### src/mhtc_pkg.sv
// ----------------------------------------------------------------------------
// mhtc_pkg
// Shared types, constants and the signature classifier for the media header
// type classifier.
// ----------------------------------------------------------------------------
package mhtc_pkg;

    localparam int HEADER_BYTES = 64;
    localparam int CNT_W        = $clog2(HEADER_BYTES + 1);
    localparam int HEAD_LEN     = 12;
    localparam int HEAD_IDX_W   = $clog2(HEAD_LEN);
    localparam int WIN_LEN      = 7;

    localparam logic [1:0] CLS_UNKNOWN = 2'd0;
    localparam logic [1:0] CLS_VIDEO   = 2'd1;
    localparam logic [1:0] CLS_PHOTO   = 2'd2;
    localparam logic [1:0] CLS_AUDIO   = 2'd3;

    // ogg marker bits
    localparam int OGG_AUDIO_BIT = 0;
    localparam int OGG_VIDEO_BIT = 1;

    // signatures, first byte in the top bits
    localparam logic [63:0] SIG_OPUS   = 64'h4f70_7573_4865_6164;
    localparam logic [55:0] SIG_VORBIS = 56'h01_766f_7262_6973;
    localparam logic [55:0] SIG_THEORA = 56'h80_7468_656f_7261;
    localparam logic [31:0] SIG_RIFF   = 32'h5249_4646;
    localparam logic [31:0] SIG_WEBP   = 32'h5745_4250;
    localparam logic [31:0] SIG_WAVE   = 32'h5741_5645;
    localparam logic [31:0] SIG_AVI    = 32'h4156_4920;
    localparam logic [31:0] SIG_FTYP   = 32'h6674_7970;
    localparam logic [31:0] SIG_HEIC   = 32'h6865_6963;
    localparam logic [31:0] SIG_HEIX   = 32'h6865_6978;
    localparam logic [31:0] SIG_MIF1   = 32'h6d69_6631;
    localparam logic [31:0] SIG_HEIM   = 32'h6865_696d;
    localparam logic [31:0] SIG_HEIS   = 32'h6865_6973;
    localparam logic [31:0] SIG_AVIF   = 32'h6176_6966;
    localparam logic [31:0] SIG_AVIS   = 32'h6176_6973;
    localparam logic [31:0] SIG_M4A    = 32'h4d34_4120;
    localparam logic [31:0] SIG_OGGS   = 32'h4f67_6753;
    localparam logic [31:0] SIG_PNG    = 32'h8950_4e47;
    localparam logic [31:0] SIG_GIF    = 32'h4749_4638;
    localparam logic [31:0] SIG_TIFF_LE = 32'h4949_2a00;
    localparam logic [31:0] SIG_TIFF_BE = 32'h4d4d_002a;
    localparam logic [31:0] SIG_FLV    = 32'h464c_5601;
    localparam logic [31:0] SIG_EBML   = 32'h1a45_dfa3;
    localparam logic [23:0] SIG_JPEG   = 24'hffd8ff;
    localparam logic [15:0] SIG_BMP    = 16'h424d;
    localparam logic [7:0]  SIG_TS     = 8'h47;

    typedef logic [HEAD_LEN-1:0][7:0] t_head;

    typedef struct packed {
        logic [7:0] data_byte;
        logic       has_byte;
        logic       last;
        logic [1:0] ext_class;
    } t_item;

    typedef struct packed {
        logic [1:0] media_class;
        logic       from_content;
    } t_result;

    function automatic logic [1:0] classify(input t_head h, input logic [CNT_W-1:0] n,
                                            input logic [1:0] ogg);
        logic [31:0] w0;
        logic [31:0] w1;
        logic [31:0] w2;
        logic        n12;
        logic [1:0]  c;
        w0  = {h[0], h[1], h[2], h[3]};
        w1  = {h[4], h[5], h[6], h[7]};
        w2  = {h[8], h[9], h[10], h[11]};
        n12 = (n >= CNT_W'(HEAD_LEN));
        c   = CLS_UNKNOWN;
        if (n < CNT_W'(4)) begin
            c = CLS_UNKNOWN;
        end else if (w0[31:8] == SIG_JPEG || w0 == SIG_PNG || w0 == SIG_GIF
                     || w0[31:16] == SIG_BMP || w0 == SIG_TIFF_LE
                     || w0 == SIG_TIFF_BE) begin
            c = CLS_PHOTO;
        end else if (w0 == SIG_FLV || w0 == SIG_EBML || w0[31:24] == SIG_TS) begin
            c = CLS_VIDEO;
        end else if (n12 && w0 == SIG_RIFF && w2 == SIG_WEBP) begin
            c = CLS_PHOTO;
        end else if (n12 && w0 == SIG_RIFF && w2 == SIG_WAVE) begin
            c = CLS_AUDIO;
        end else if (n12 && w0 == SIG_RIFF && w2 == SIG_AVI) begin
            c = CLS_VIDEO;
        end else if (n12 && w1 == SIG_FTYP) begin
            if (w2 == SIG_HEIC || w2 == SIG_HEIX || w2 == SIG_MIF1 || w2 == SIG_HEIM
                || w2 == SIG_HEIS || w2 == SIG_AVIF || w2 == SIG_AVIS) begin
                c = CLS_PHOTO;
            end else if (w2 == SIG_M4A) begin
                c = CLS_AUDIO;
            end else begin
                c = CLS_VIDEO;
            end
        end else if (w0 == SIG_OGGS) begin
            if (ogg[OGG_AUDIO_BIT]) begin
                c = CLS_AUDIO;
            end else if (ogg[OGG_VIDEO_BIT]) begin
                c = CLS_VIDEO;
            end
        end
        return c;
    endfunction

endpackage

### src/mhtc_in_stage.sv
// ----------------------------------------------------------------------------
// mhtc_in_stage
// Input register; holds one transaction until the tracker consumes it.
// ----------------------------------------------------------------------------
module mhtc_in_stage (
    input  logic            i_clk,
    input  logic            i_rst_n,
    input  logic            i_valid,
    output logic            o_ready,
    input  mhtc_pkg::t_item i_item,
    input  logic            i_out_free,
    output logic            o_valid,
    output logic            o_fire,
    output mhtc_pkg::t_item o_item
);

    logic            r_valid;
    mhtc_pkg::t_item r_item;

    // a last item waits only while the result register is still full
    assign o_fire  = r_valid && (!r_item.last || i_out_free);
    assign o_ready = !r_valid || o_fire;
    assign o_valid = r_valid;
    assign o_item  = r_item;

    always_ff @(posedge i_clk) begin
        if (!i_rst_n) begin
            r_valid <= 1'b0;
        end else if (o_ready) begin
            r_valid <= i_valid;
        end
        if (o_ready && i_valid) begin
            r_item <= i_item;
        end
    end

endmodule

### src/mhtc_tracker.sv
// ----------------------------------------------------------------------------
// mhtc_tracker
// Keeps the header bytes, byte count and ogg markers, and classifies the file
// when its last item is consumed.
// ----------------------------------------------------------------------------
module mhtc_tracker (
    input  logic              i_clk,
    input  logic              i_rst_n,
    input  logic              i_fire,
    input  mhtc_pkg::t_item   i_item,
    output logic              o_res_valid,
    output mhtc_pkg::t_result o_res
);

    mhtc_pkg::t_head                     r_head;
    mhtc_pkg::t_head                     n_head;
    logic [mhtc_pkg::CNT_W-1:0]          r_count;
    logic [mhtc_pkg::CNT_W-1:0]          n_count;
    logic [mhtc_pkg::WIN_LEN*8-1:0]      r_win;
    logic [mhtc_pkg::WIN_LEN*8-1:0]      n_win;
    logic [1:0]                          r_ogg;
    logic [1:0]                          n_ogg;
    logic [mhtc_pkg::WIN_LEN*8+7:0]      w_full;
    logic                                w_take;
    logic [1:0]                          w_class;

    assign w_take = i_fire && i_item.has_byte
                    && (r_count < mhtc_pkg::CNT_W'(mhtc_pkg::HEADER_BYTES));
    // oldest byte on top, new byte in the low bits
    assign w_full = {r_win, i_item.data_byte};

    always_comb begin
        n_head  = r_head;
        n_count = r_count;
        n_win   = r_win;
        n_ogg   = r_ogg;
        if (w_take) begin
            if (r_count < mhtc_pkg::CNT_W'(mhtc_pkg::HEAD_LEN)) begin
                n_head[r_count[mhtc_pkg::HEAD_IDX_W-1:0]] = i_item.data_byte;
            end
            if (w_full == mhtc_pkg::SIG_OPUS
                || w_full[mhtc_pkg::WIN_LEN*8-1:0] == mhtc_pkg::SIG_VORBIS) begin
                n_ogg[mhtc_pkg::OGG_AUDIO_BIT] = 1'b1;
            end
            if (w_full[mhtc_pkg::WIN_LEN*8-1:0] == mhtc_pkg::SIG_THEORA) begin
                n_ogg[mhtc_pkg::OGG_VIDEO_BIT] = 1'b1;
            end
            n_win   = w_full[mhtc_pkg::WIN_LEN*8-1:0];
            n_count = r_count + mhtc_pkg::CNT_W'(1);
        end
    end

    assign w_class     = mhtc_pkg::classify(n_head, n_count, n_ogg);
    assign o_res_valid = i_fire && i_item.last;

    always_comb begin
        if (w_class != mhtc_pkg::CLS_UNKNOWN) begin
            o_res.media_class  = w_class;
            o_res.from_content = 1'b1;
        end else begin
            o_res.media_class  = i_item.ext_class;
            o_res.from_content = 1'b0;
        end
    end

    always_ff @(posedge i_clk) begin
        if (!i_rst_n || o_res_valid) begin
            r_head  <= '0;
            r_count <= '0;
            r_win   <= '0;
            r_ogg   <= '0;
        end else begin
            r_head  <= n_head;
            r_count <= n_count;
            r_win   <= n_win;
            r_ogg   <= n_ogg;
        end
    end

endmodule

### src/mhtc_out_stage.sv
// ----------------------------------------------------------------------------
// mhtc_out_stage
// Result register on the master side.
// ----------------------------------------------------------------------------
module mhtc_out_stage (
    input  logic              i_clk,
    input  logic              i_rst_n,
    input  logic              i_load,
    input  mhtc_pkg::t_result i_res,
    output logic              o_free,
    output logic              o_valid,
    input  logic              i_ready,
    output mhtc_pkg::t_result o_res
);

    logic              r_valid;
    mhtc_pkg::t_result r_res;

    assign o_free  = !r_valid || i_ready;
    assign o_valid = r_valid;
    assign o_res   = r_res;

    always_ff @(posedge i_clk) begin
        if (!i_rst_n) begin
            r_valid <= 1'b0;
        end else if (i_load) begin
            r_valid <= 1'b1;
        end else if (i_ready) begin
            r_valid <= 1'b0;
        end
        if (i_load) begin
            r_res <= i_res;
        end
    end

endmodule

### src/media_header_type_classifier.sv
// ----------------------------------------------------------------------------
// media_header_type_classifier
// Sniffs the leading bytes of a file and reports its media class on the
// transaction marked last.
// ----------------------------------------------------------------------------
// the last transaction passes through the input register, and its result is then held in the result register
// throughput: one transaction per cycle; input register, one pass of compare
//   logic and the result register
// the input side stalls only when a last item meets a full result register
// reset: synchronous, active low; clears all header state and both valid bits
module media_header_type_classifier (
    input  logic       i_clk,
    input  logic       i_rst_n,
    input  logic       i_s_tvalid,
    output logic       o_s_tready,
    input  logic [7:0] i_s_tdata,   // [7:0] data_byte
    input  logic [2:0] i_s_tuser,   // [0] has_byte, [2:1] ext_class
    input  logic       i_s_tlast,
    output logic       o_m_tvalid,
    input  logic       i_m_tready,
    output logic [7:0] o_m_tdata,   // [1:0] media_class, [7:2] zero
    output logic       o_m_tuser    // [0] from_content
);

    mhtc_pkg::t_item   w_s_item;
    mhtc_pkg::t_item   w_in_item;
    mhtc_pkg::t_result w_res;
    mhtc_pkg::t_result w_out_res;
    logic              w_in_valid;
    logic              w_fire;
    logic              w_out_free;
    logic              w_res_valid;

    assign w_s_item.data_byte = i_s_tdata;
    assign w_s_item.has_byte  = i_s_tuser[0];
    assign w_s_item.ext_class = i_s_tuser[2:1];
    assign w_s_item.last      = i_s_tlast;

    mhtc_in_stage u_in (
        .i_clk      (i_clk),
        .i_rst_n    (i_rst_n),
        .i_valid    (i_s_tvalid),
        .o_ready    (o_s_tready),
        .i_item     (w_s_item),
        .i_out_free (w_out_free),
        .o_valid    (w_in_valid),
        .o_fire     (w_fire),
        .o_item     (w_in_item)
    );

    mhtc_tracker u_track (
        .i_clk       (i_clk),
        .i_rst_n     (i_rst_n),
        .i_fire      (w_fire),
        .i_item      (w_in_item),
        .o_res_valid (w_res_valid),
        .o_res       (w_res)
    );

    mhtc_out_stage u_out (
        .i_clk   (i_clk),
        .i_rst_n (i_rst_n),
        .i_load  (w_res_valid),
        .i_res   (w_res),
        .o_free  (w_out_free),
        .o_valid (o_m_tvalid),
        .i_ready (i_m_tready),
        .o_res   (w_out_res)
    );

    assign o_m_tdata = {6'd0, w_out_res.media_class};
    assign o_m_tuser = w_out_res.from_content;

    a_last_gives_result: assert property (@(posedge i_clk) disable iff (!i_rst_n)
        w_fire && w_in_item.last |=> o_m_tvalid)
        else $error("last transaction produced no result");

    a_result_from_last: assert property (@(posedge i_clk) disable iff (!i_rst_n)
        $rose(o_m_tvalid) |-> $past(w_fire && w_in_item.last))
        else $error("result without a last transaction");

    a_content_known: assert property (@(posedge i_clk) disable iff (!i_rst_n)
        o_m_tvalid && o_m_tuser |-> o_m_tdata[1:0] != mhtc_pkg::CLS_UNKNOWN)
        else $error("content match reported as unknown");

    a_stall_needs_item: assert property (@(posedge i_clk) disable iff (!i_rst_n)
        !o_s_tready |-> w_in_valid && w_in_item.last && o_m_tvalid)
        else $error("input stalled without a pending last item");

endmodule

### config.mk
export PLATFORM = sky130hd
export DESIGN_NAME = media_header_type_classifier
export DESIGN_NICKNAME = d
export VERILOG_FILES = /design/src/mhtc_pkg.sv /design/src/mhtc_in_stage.sv /design/src/mhtc_tracker.sv /design/src/mhtc_out_stage.sv /design/src/media_header_type_classifier.sv
export SDC_FILE = /design/constraint.sdc
export NUM_CORES = 1
export LEC_CHECK = 0
export ABC_AREA = 1
export ABC_CLOCK_PERIOD_IN_PS = 3500
export CAP_MARGIN = 20
export CORE_MARGIN = 2
export CORE_UTILIZATION = 55
export CTS_BUF_LIST = sky130_fd_sc_hd__clkbuf_4 sky130_fd_sc_hd__clkbuf_8
export DETAILED_ROUTE_END_ITERATION = 12
export DONT_BUFFER_PORTS = 1
export GPL_ROUTABILITY_DRIVEN = 0
export PLACE_DENSITY = 0.79
export SYNTH_ARGS = -nofsm -noshare
export SYNTH_HDL_FRONTEND = slang
export SYNTH_SLANG_ARGS = --single-unit
### constraint.sdc
create_clock -name i_clk -period 3.5 [get_ports i_clk]
set_input_delay 0.7 -clock i_clk [delete_from_list [all_inputs] [get_ports i_clk]]
set_output_delay 0.7 -clock i_clk [all_outputs]
set_load 0.05 [all_outputs]
Word-level counts from Yosys, hierarchy flattened. Cells that the tools add are included.

Register bits after elaboration: 178. Input port bits: 16. Output and inout bits: 11. Word-level logic and storage cells: 115.

Add/subtract/negate cells: 1. Magnitude comparators: 6. Equality and inequality tests: 26. Muxes and demuxes: 24. Reductions and logical operators: 35.

Operators with widths (number): $eq A32 B31 Y1 const B (18); $mux W96 (2); $bwmux W96 (1); $eq A64 B63 Y1 const B (1); $eq A56 B49 Y1 const B (1); $eq A56 B56 Y1 const B (1); $demux W8 S4 (1); $eq A32 B29 Y1 const B (1); $eq A32 B32 Y1 const B (1); $eq A24 B24 Y1 const B (1); $mux W2 (12); $logic_or A1 B1 Y1 (18); $eq A16 B15 Y1 const B (1); $logic_and A1 B1 Y1 (11); $eq A8 B7 Y1 const B (1); $mux W8 (1); $add A7 B1 Y7 const B (1); $ge A7 B4 Y1 const B (1); $lt A7 B3 Y1 const B (1); $lt A7 B4 Y1 const B (1); $lt A7 B7 Y1 const B (1); $mux W7 (1); $lt A4 B5 Y1 const B (1); $mux W1 (5); 4 further kinds (8).

Depth between registers and ports, before layout. Gate-level depths: netlist (run 1).

Depth in word-level cells: 24. Mapped depth: 26. Gate-level depth less buffers: 24.

Modules after synthesis. From an unflattened synthesis (run 1), not the netlist that was laid out.

Cell total of the unflattened synthesis: 1574. Area total of the unflattened synthesis: 10009.6 um^2.

Modules (own cells, without submodules): mhtc_tracker (times used 1, cells each 1537, area an instance 9399.0 um^2, seq. area each 3223.1 um^2); mhtc_in_stage (times used 1, cells each 21, area an instance 425.4 um^2, seq. area each 380.4 um^2); mhtc_out_stage (times used 1, cells each 9, area an instance 136.4 um^2, seq. area each 110.1 um^2); media_header_type_classifier (times used 1, cells each 7, area an instance 48.8 um^2, seq. area each 0.0 um^2).

Worst setup path before layout (run 1). OpenSTA, ideal clock, no wires.

Kind: in2reg. Start point: input i_m_tready. End point: register u_out.r_res, in the netlist u_out.o_res[1], data pin. Library setup time: 254 ps. Arrival time: 2622 ps. Data required time: 3246 ps. Path slack: 625 ps. Stages: 22. Buffers on the path: 1. Path through: inv_1 > nand3_1 > nand3_4 > nor2_4 > nand2_4 > buf_6 > nand2_1 > o21ai_2 > nor2_2 > nand2_1 > nor2_1 > nand2_1 > nor2_4 > inv_2 > nor2_1 > nor2_1 > nand2_1 > nand2_1 > nand2_1 > nand2_2 > nand2_1 > nand2_1.

RTL lines: start: declaration (RTL line media_header_type_classifier.sv:20) `input logic i_m_tready,`; end signal: assignment (RTL line mhtc_out_stage.sv:32) `r_res <= i_res;`; end: declaration (RTL line mhtc_out_stage.sv:17) `mhtc_pkg::t_result r_res;`.

==> results.yml, run 1 <==
run:
  cap_viol_max_count: 0
floorplanning:
  ios: 27
  die_w_um: 133
  die_h_um: 133
  core_mm2: 0.0163
  start_util_pct: 55.7
  fp.dieArea_mm2: 0.0176
  num_rows: 47
min_path:
  hold_path_class: "input pin to flip-flop"
synth:
  seq_area_frac_synth_pct: 40.8
  synth_edf_count: 15
  syn_area_per_cell_um2: 6.65
  yosysUniqueCellTypes: 39
  async_reset_ff_share_pct: 0
  ys_seq_elements: 178
  yosys_warnings: 0
  synth_top_flop_cell: "dfxtp_1"
  postSynthCellCount: 1368
  netlist_area_mm2: 0.00910
global_routing:
  grt.overflow.total: 0
  grt_pass1_wl_um: 38000
  grt_pass1_vias: 7750
  grt_use_total_pct: 27.1
  antenna_found_initial: 0
  grt_max_degree: 96
critical_path:
  cp-start-kind: "flip-flop"
  cp_top_family: "simple AND/OR/NAND/NOR gates"
  required_ns: 3.73
  crit_top_cell: "nand2_1"
  path_buf_inv: 3
  slowest_delay_ns: 0.42
  cp_cell_sequence: "nand3_1 > nand2_1 > nor2_4 > buf_12 > nand2_2 > nand2_1 > nand2_1 > nor2_1 > nand2_1 > nor2_1 > nand3_1 > nor2_1 > inv_1 > nand2_1 > nand2_1 > inv_1 > nand2_1 > nand2_1 > nand2_1 > nand2_1 > nand2_2 > nand2_1 > nand2_1"
  cpMaxStageDelayCell: "edfxtp_1"
  critical_path.endpoint_type: "flip-flop"
  path_class: "flip-flop to flip-flop"
  crit_arrival_ns: 3.37
  path_max_fanout: 64
layout:
  diodes: 0
  n_fill_cell: 1593
  drive_above_1_share_pct: 8.93
  syn_to_final_growth_pct: 6.97
  final_util_pct: 59.5
  final_nets: 1385
clocking:
  cts_tree: "built"
  clkTransAtPathRegs_ns: 0.09
  cts.path.max_buffers: 2
  clock-sinks: 178
  htree_levels: 4
  clkLatencyLatePin_ns: 0.48
  cts_root_buf: "clkbuf_8"
  cts_buffers: 17
route:
  drtPass1Iterations: 6
  vias: 8654
  wl_per_cell_um: 14.7
  ant_nets: 0
  drc_errors: 0
  viasPerCell: 5.42
  drt-initial-drc-count: 1011
  routed_wl_um: 23500
pwr:
  ir_drop_mv: 0.281
  p_switching_uw: 982
  leakagePower_nw: 3.96
  powerDensity_mw_per_mm2: 386
  power_frac_seq_pct: 56.6
  power_switching_share_pct: 26.2
  internal_power_mw: 2.77
  p_comb_share_pct: 7.0
  clockPowerShare_pct: 36.4
timing:
  timing.final.crit_share_pct: 89.5
  fin_tns_setup_ns: 0
  setup_violations: 0
  worst_pin_slew_ns: 0.627
  drv_slew: 0
  rsz0062_at_grt: "no"
  fin_crit_ns: 3.13
  relSlewSlack_pct: 58.2
  fin_skew_ns: 0.0173
  max_freq_mhz: 319
  hold_viol_final: 0
status:
  status: "complete, no violations"
placed_design:
  dp_hpwl_um: 16700
  io_buffer_count: 0
==> worst register-to-register path, cell delays in order, from the launching register on <==
cell      delay, ns
edfxtp_1       0.42
nand3_1        0.19
nand2_1        0.12
nor2_4         0.15
buf_12         0.27
nand2_2        0.23
nand2_1        0.13
nand2_1        0.06
nor2_1         0.10
nand2_1        0.06
nor2_1         0.14
nand3_1        0.09
nor2_1         0.26
inv_1          0.10
nand2_1        0.09
nand2_1        0.05
inv_1          0.05
nand2_1        0.05
nand2_1        0.09
nand2_1        0.05
nand2_1        0.07
nand2_2        0.06
nand2_1        0.05
nand2_1        0.04
==> synthesized netlist by cell type (4+ instances only) <==
cell type | count | area, um^2
a21oi_1 | 84 | 420
nor4_1 | 7 | 43.8
edfxtp_1 | 15 | 450
ha_1 | 4 | 50.1
xor2_1 | 4 | 35.0
nand2_2 | 17 | 106
buf_4 | 8 | 60.1
inv_2 | 9 | 33.8
buf_1 | 7 | 26.3
o21ai_2 | 5 | 43.8
nor3_1 | 39 | 195
o21ai_1 | 16 | 80.1
nor2_1 | 201 | 754
nand2_1 | 365 | 1370
nand4_1 | 39 | 244
inv_1 | 145 | 544
dfxtp_1 | 163 | 3260
buf_6 | 5 | 56.3
clkbuf_1 | 29 | 109
buf_2 | 6 | 30.0
nand3_1 | 92 | 460
nor2_4 | 13 | 146
o21ai_0 | 68 | 340
nor2_2 | 9 | 56.3
==> cells in the final DEF, fill, tap and decap left out, types with 2 or more instances in the layout <==
master,count
nand2_1,364
nor2_1,201
dfxtp_1,162
inv_1,145
nand3_1,92
a21oi_1,84
o21ai_0,68
nand4_1,39
nor3_1,39
buf_4,26
clkbuf_8,19
nand2_2,17
o21ai_1,16
edfxtp_1,15
nor2_4,13
nor2_2,9
inv_2,9
nor4_1,7
conb_1,6
o21ai_2,5
xor2_1,4
ha_1,4
inv_6,4
nand2_4,3
clkinvlp_4,3
nand3_4,2
nor3b_1,2
clkbuf_4,2
buf_12,2
==> registers in the layout, indices dropped and copies added, names as in the netlist <==
signal           cells
u_in.o_valid         1
u_track.r_ogg        2
u_out.o_res          3
u_track.r_win       56
u_in.o_item         12
u_track.r_count      7
u_track.r_head      96
u_out.o_valid        1
==> layout make-up <==
type                    instances  area, um^2  area share [%]
multi-input cells             986        4550            46.8
repair buffers                 28         235            2.42
inverters                     154         578            5.94
well taps                     220         275            2.83
flip-flops and latches        178        3710            38.2
clock buffers                  21         277            2.84
clock inverters                10         101            1.04
==> through the flow <==
stage	total power, mW	std cells	hold WS, ns	setup slack, ns	area [um^2]
6_report	3.75	1597	0.314	0.367	9730
5_1_grt	3.88	1597	0.289	0.0205	9730
4_1_cts	3.77	1596	0.304	0.206	9720
3_5_place_dp	2.43	1565	0.445	-0.0893	9350
3_3_place_gp	2.42	1565	0.442	-0.0185	9350
2_1_floorplan	2.35	1373	0.429	0.625	9120
==> power groups by stage <==
stage | clock (mW) | combinational, mW | sequential, mW
global route | 1.47 | 0.284 | 2.13
finish | 1.37 | 0.263 | 2.12
floorplan | 0 | 0.185 | 2.16
CTS | 1.39 | 0.257 | 2.12
detailed placement | 0 | 0.257 | 2.17
global placement | 0 | 0.255 | 2.17
==> worst paths after layout <==
kind | from | endpoint | slack, ns | cells past startpoint
max | u_in.o_item[2] | u_out.o_res[1] | 0.37 | 23
min | i_s_tdata[3] | u_in.o_item[7] | 0.31 | 0
max reg2reg | u_in.o_item[2] | u_out.o_res[1] | 0.37 | 23
min reg2reg | u_track.r_win[52] | u_track.r_win[52] | 0.45 | 2
==> metal layers <==
layer	vias up	wire length (um)	GRT usage, %
met3	57	1890	6.36
met5	-	0	0
met1	3895	10800	37.1
met2	349	10300	42.0
li1	4353	-	-
met4	0	618	9.44
==> timing repair <==
action,CTS,global route
hold buffers,0,0
endpoints found under the setup margin,0,3
resized for setup,0,1
buffers inserted,0,1
==> logic make-up after synthesis <==
logic type | synth area share [%]
AOI/OAI and AO/OA | 10.3
xor gates and xnor gates | 0.385
adders and majority gates | 0.550
buffers and inverters | 9.45
DFF | 40.8
other | 0.0412
and+or+nand+nor | 38.4
Note: power is estimated with default switching activity, not from simulation.
==> run 2: changes to the inputs <==
--- a/config.mk
+++ b/config.mk
@@ -6,15 +6,16 @@
 export NUM_CORES = 1
 export LEC_CHECK = 0
 export ABC_AREA = 1
-export ABC_CLOCK_PERIOD_IN_PS = 3500
 export CAP_MARGIN = 20
+export CELL_PAD_IN_SITES_DETAIL_PLACEMENT = 1
+export CELL_PAD_IN_SITES_GLOBAL_PLACEMENT = 2
 export CORE_MARGIN = 2
-export CORE_UTILIZATION = 55
+export CORE_UTILIZATION = 37
 export CTS_BUF_LIST = sky130_fd_sc_hd__clkbuf_4 sky130_fd_sc_hd__clkbuf_8
 export DETAILED_ROUTE_END_ITERATION = 12
 export DONT_BUFFER_PORTS = 1
 export GPL_ROUTABILITY_DRIVEN = 0
-export PLACE_DENSITY = 0.79
+export PLACE_DENSITY = 0.9
 export SYNTH_ARGS = -nofsm -noshare
 export SYNTH_HDL_FRONTEND = slang
 export SYNTH_SLANG_ARGS = --single-unit
==> results.yml, run 2 (synthesis gave the netlist of run 1 again) <==
status:
  status: "complete, no violations"
clocking:
  clkTransAtPathRegs_ns: 0.12
  clkLatencyLatePin_ns: 0.48
  post-cts-setup-buffers: 0
  cts_buffers: 17
  cts_tree: "built"
  cts_root_buf: "clkbuf_8"
  clock-sinks: 178
  hold_buffers: 0
  cts.path.max_buffers: 2
  htree_levels: 4
global_routing:
  grt_use_total_pct: 24.0
  grt_pass1_wl_um: 48700
  grt_pass1_vias: 9249
  grt.overflow.total: 0
  antenna_found_initial: 1
  grt_max_degree: 75
run:
  cap_viol_max_count: 0
floorplanning:
  die_h_um: 161
  core_mm2: 0.0242
  num_rows: 57
  start_util_pct: 37.5
  fp.dieArea_mm2: 0.0259
  die_w_um: 161
  ios: 27
critical_path:
  r2r_cells: 18
  worstReg2RegStart: "u_in.o_item[2]"
  path_class: "flip-flop to flip-flop"
  rrSetupSlack_ns: 0.39
  r2r_end: "u_out.o_res[0]"
  critical_path.endpoint_type: "flip-flop"
  path_max_fanout: 21
  crit_arrival_ns: 3.35
  cp-start-kind: "flip-flop"
  required_ns: 3.74
timing:
  timing.final.crit_share_pct: 88.7
  relSlewSlack_pct: 41.3
  worst_pin_slew_ns: 0.881
  max_freq_mhz: 322
  layout_setup_ws_ns: 0.394
  hold_viol_final: 0
  fin_skew_ns: 0.0145
  fin_crit_ns: 3.11
  rsz0062_at_grt: "no"
  drv_slew: 0
  fin_tns_setup_ns: 0
  setup_violations: 0
pwr:
  p_comb_share_pct: 7.7
  leakagePower_nw: 4.27
  internal_power_mw: 2.71
  clockPowerShare_pct: 37.7
  p_switching_mw: 1.18
  power_frac_seq_pct: 54.6
  power_mw: 3.90
  ir_drop_mv: 0.248
  powerDensity_mw_per_mm2: 377
  power_switching_share_pct: 30.3
layout:
  top_register: "u_track.r_head"
  final_nets: 1444
  instances_no_fill: 1762
  mostFrequentLayoutCells: "364 x nand2_1, 200 x nor2_1, 161 x dfxtp_1"
  syn_to_final_growth_pct: 13.7
  final_util_pct: 42.7
  final_common_cell: "nand2_1"
  largest_register_ffs: 96
  drive_above_1_share_pct: 12.9
route:
  drt-initial-drc-count: 642
  wl_per_cell_um: 17.1
  drc_errors: 0
  vias: 8965
  ant_nets: 0
  viasPerCell: 5.09
  routed_wl_um: 30100
  drtPass1Iterations: 6
min_path:
  min_delay_worst_endpoint: "u_in.o_item[3]"
  min_path_cells: 0
  worstHoldStart: "i_s_tuser[0]"
  hold_path_class: "input pin to flip-flop"
placed_design:
  post-place-cells: 1729
  dp_slack_ns: 0.103
  io_buffer_count: 0
  dp_hpwl_um: 22100
## run 2: critical path, stage by stage, from the launching register on
cell and delay (ns):
edfxtp_1 0.47, nand3_2 0.17, nand2_1 0.11, nor2_4 0.16, buf_12 0.18, nand2_2 0.05
buf_4 0.18, nand2_1 0.09, o21ai_2 0.10, buf_4 0.15, nor2_1 0.32, nand2_1 0.10
nor3_1 0.20, nand4_1 0.13, o31a_1 0.14, nand3_1 0.10, nor2_1 0.05, nand2_1 0.10
nand2_1 0.06
## run 2: power groups by stage
| stage | Clock (mW) | Sequential [mW] | Combinational, mW |
|---|---|---|---|
| final | 1.47 | 2.13 | 0.301 |
| after global placement | 0 | 2.17 | 0.293 |
| after CTS | 1.51 | 2.13 | 0.299 |
| after detailed placement | 0 | 2.17 | 0.298 |
| after global routing | 1.58 | 2.13 | 0.326 |
| after floorplan | 0 | 2.16 | 0.185 |
## run 2: metrics by stage
stage	hold WS (ns)	instance area [um^2]
finish	0.306	10300
global route	0.272	10300
CTS	0.284	10300
detailed placement	0.448	9940
global placement	0.444	9940
floorplan	0.429	9120
## run 2: final cells by class
| type | instances | area (um^2) |
|---|---|---|
| repair buffers | 87 | 691 |
| fillers | 3205 | 13900 |
| diodes | 1 | 2.50 |
| multi-input cells | 986 | 4560 |
| inverters | 154 | 578 |
| flip-flops and latches | 178 | 3720 |
| clock inverters | 15 | 163 |
| well taps | 324 | 405 |
| clock buffers | 17 | 234 |
## run 2: what timing repair did
item | CTS | global route
endpoints found under the setup margin | 0 | 3
gates resized for setup | 0 | 5
hold endpoints to repair | 0 | 0
## run 2: worst max-delay path by stage
stage | start | to | slack (ns) | cells after the start
3_3_place_gp | i_m_tready | u_out.o_res[1] | 0.03 | 19
5_1_grt | u_in.o_item[2] | u_out.o_res[1] | 0.05 | 22
4_1_cts | u_track.r_count[3] | u_out.o_res[1] | 0.30 | 23
2_1_floorplan | i_m_tready | u_out.o_res[1] | 0.62 | 22
3_5_place_dp | i_m_tready | u_out.o_res[0] | 0.10 | 19
6_report | u_in.o_item[2] | u_out.o_res[0] | 0.39 | 18
## run 2: metal layers
metal	track usage (%)	share of wire, %	vias up
li1	-	-	4483
met1	30.9	46	4254
met2	40.7	47	169
met3	4.08	3.8	59
met4	8.48	3.0	0
met5	0	0	-
==> run 3: changes to the inputs <==
--- a/config.mk
+++ b/config.mk
@@ -15,6 +15,7 @@
 export DETAILED_ROUTE_END_ITERATION = 12
 export DONT_BUFFER_PORTS = 1
 export GPL_ROUTABILITY_DRIVEN = 0
+export GPL_TIMING_DRIVEN = 0
 export PLACE_DENSITY = 0.9
 export SYNTH_ARGS = -nofsm -noshare
 export SYNTH_HDL_FRONTEND = slang
==> results.yml, run 3 (synthesis gave the netlist of run 1 again) <==
floorplanning:
  fp.dieArea_mm2: 0.0259
  start_util_pct: 37.5
  ios: 27
  die_w_um: 161
  core_mm2: 0.0242
  die_h_um: 161
  num_rows: 57
layout:
  final_nets: 1410
  syn_to_final_growth_pct: 9.08
  final_util_pct: 40.9
  largest_register_ffs: 96
  ff_latch_area_mm2: 0.00372
  multi_input_area_mm2: 0.00456
  drive_above_1_share_pct: 8.48
  instances_no_fill: 1727
  diodes: 0
  mostFrequentLayoutCells: "364 x nand2_1, 197 x nor2_1, 161 x dfxtp_1"
  n_fill_cell: 3229
  fin_area_mm2: 0.00992
  top_register: "u_track.r_head"
  final_common_cell: "nand2_1"
placed_design:
  dpl-instance-area_mm2: 0.00952
  dp_hpwl_um: 22900
  post-place-cells: 1697
  io_buffer_count: 0
global_routing:
  grt_use_total_pct: 24.5
  grt.overflow.total: 0
  grt_max_degree: 17
  grt_pass1_wl_um: 49300
  antenna_found_initial: 0
  grt_pass1_vias: 8805
clocking:
  clock-sinks: 178
  clkTransAtPathRegs_ns: 0.10
  cts.path.max_buffers: 2
  hold_buffers: 0
  cts_tree: "built"
  clkLatencyLatePin_ns: 0.48
  htree_levels: 4
  cts_root_buf: "clkbuf_8"
  cts_buffers: 17
critical_path:
  slowest_delay_ns: 0.43
  crit_arrival_ns: 3.48
  rrSetupSlack_ns: 0.26
  path_buf_inv: 3
  required_ns: 3.74
  cp-start-kind: "flip-flop"
  cp_top_family: "simple AND/OR/NAND/NOR gates"
  path_max_fanout: 10
  cp_cell_sequence: "nand3_2 > nand2_1 > nor2_4 > buf_6 > buf_4 > nand3_1 > nand2_2 > nand2_1 > nor2_2 > nand3_1 > nor2_2 > nand3_1 > nand2_1 > nand2_1 > inv_1 > nand2_1 > nand2_1 > nand2_1 > nand2_1 > nand2_2 > nand2_1 > nand2_1"
  cpMaxStageDelayCell: "dfxtp_2"
  critical_path.endpoint_type: "flip-flop"
  path_class: "flip-flop to flip-flop"
  crit_top_cell: "nand2_1"
pwr:
  powerDensity_mw_per_mm2: 391
  ir_drop_mv: 0.159
  leakagePower_nw: 3.97
route:
  viasPerCell: 5.13
  vias: 8851
  drtPass1Iterations: 5
  drc_errors: 0
  routed_wl_um: 30900
  wl_per_cell_um: 17.9
  ant_nets: 0
  drt-initial-drc-count: 580
timing:
  fin_crit_ns: 3.24
  drv_slew: 0
  rsz0062_at_grt: "no"
  timing.final.crit_share_pct: 92.6
  fin_skew_ns: 0.0154
  worst_pin_slew_ns: 1.17
  fin_tns_setup_ns: 0
  relSlewSlack_pct: 22.0
  max_freq_mhz: 309
  setup_violations: 0
  hold_viol_final: 0
min_path:
  hold_path_class: "input pin to flip-flop"
run:
  cap_viol_max_count: 0
status:
  status: "complete, no violations"
-- run 3: cell count changes in the layout (fill, tap and decap cells not counted), moves of 5 or more --
cell / previous run / this run
buf_6: 0 / 5
buf_1: 0 / 7
buf_2: 0 / 6
buf_4: 84 / 9
clkbuf_1: 0 / 26
inv_8: 6 / 1
-- run 3: report_power, final --
part | leakage [nW] | internal [mW] | switching (mW)
logic | 2.32 | 0.0586 | 0.224
registers | 1.46 | 2.09 | 0.0444
clock network | 0.188 | 0.650 | 0.809
total | 3.97 | 2.80 | 1.08
-- run 3: metrics by stage --
step           hold slack (ns)  total power, mW  setup WS [ns]
2_1_floorplan            0.429             2.35          0.625
3_3_place_gp             0.448             2.46         -0.185
5_1_grt                  0.280             4.02        0.00261
3_5_place_dp             0.454             2.46         -0.221
6_report                 0.315             3.88          0.259
4_1_cts                  0.293             3.91        0.00861
-- run 3: path summary, 6_finish.rpt --
path / from / end / cells past startpoint
worst max-delay path: u_out.o_valid / u_out.o_res[1] / 22
worst min-delay path: i_s_tdata[2] / u_in.o_item[6] / 0
worst max register to register: u_out.o_valid / u_out.o_res[1] / 22
worst min register to register: u_track.r_win[52] / u_track.r_win[52] / 2
-- run 3: final cells by class --
type                       instances  share of cell area (%)
multi-input combinational        986                    46.0
sequential                       178                    37.4
inverter                         154                    5.82
tap                              324                    4.08
buffer                            52                    2.72
clock buffer                      19                    2.51
clock inverter                    13                    1.37
timing repair buffer               1                  0.0756
-- run 3: what timing repair did --
item	in CTS	in global routing
endpoints found under the setup margin	3	3
resized for setup	1	11
buffers inserted	0	1
pin swaps	0	1
-- run 3: per-layer routing --
layer | share of wire (%) | vias to the layer above | track usage (%)
met1 | 49 | 4293 | 33.7
met4 | 1.4 | 0 | 5.48
met3 | 3.0 | 30 | 3.67
met5 | 0 | - | 0
li1 | - | 4403 | -
met2 | 47 | 125 | 40.9
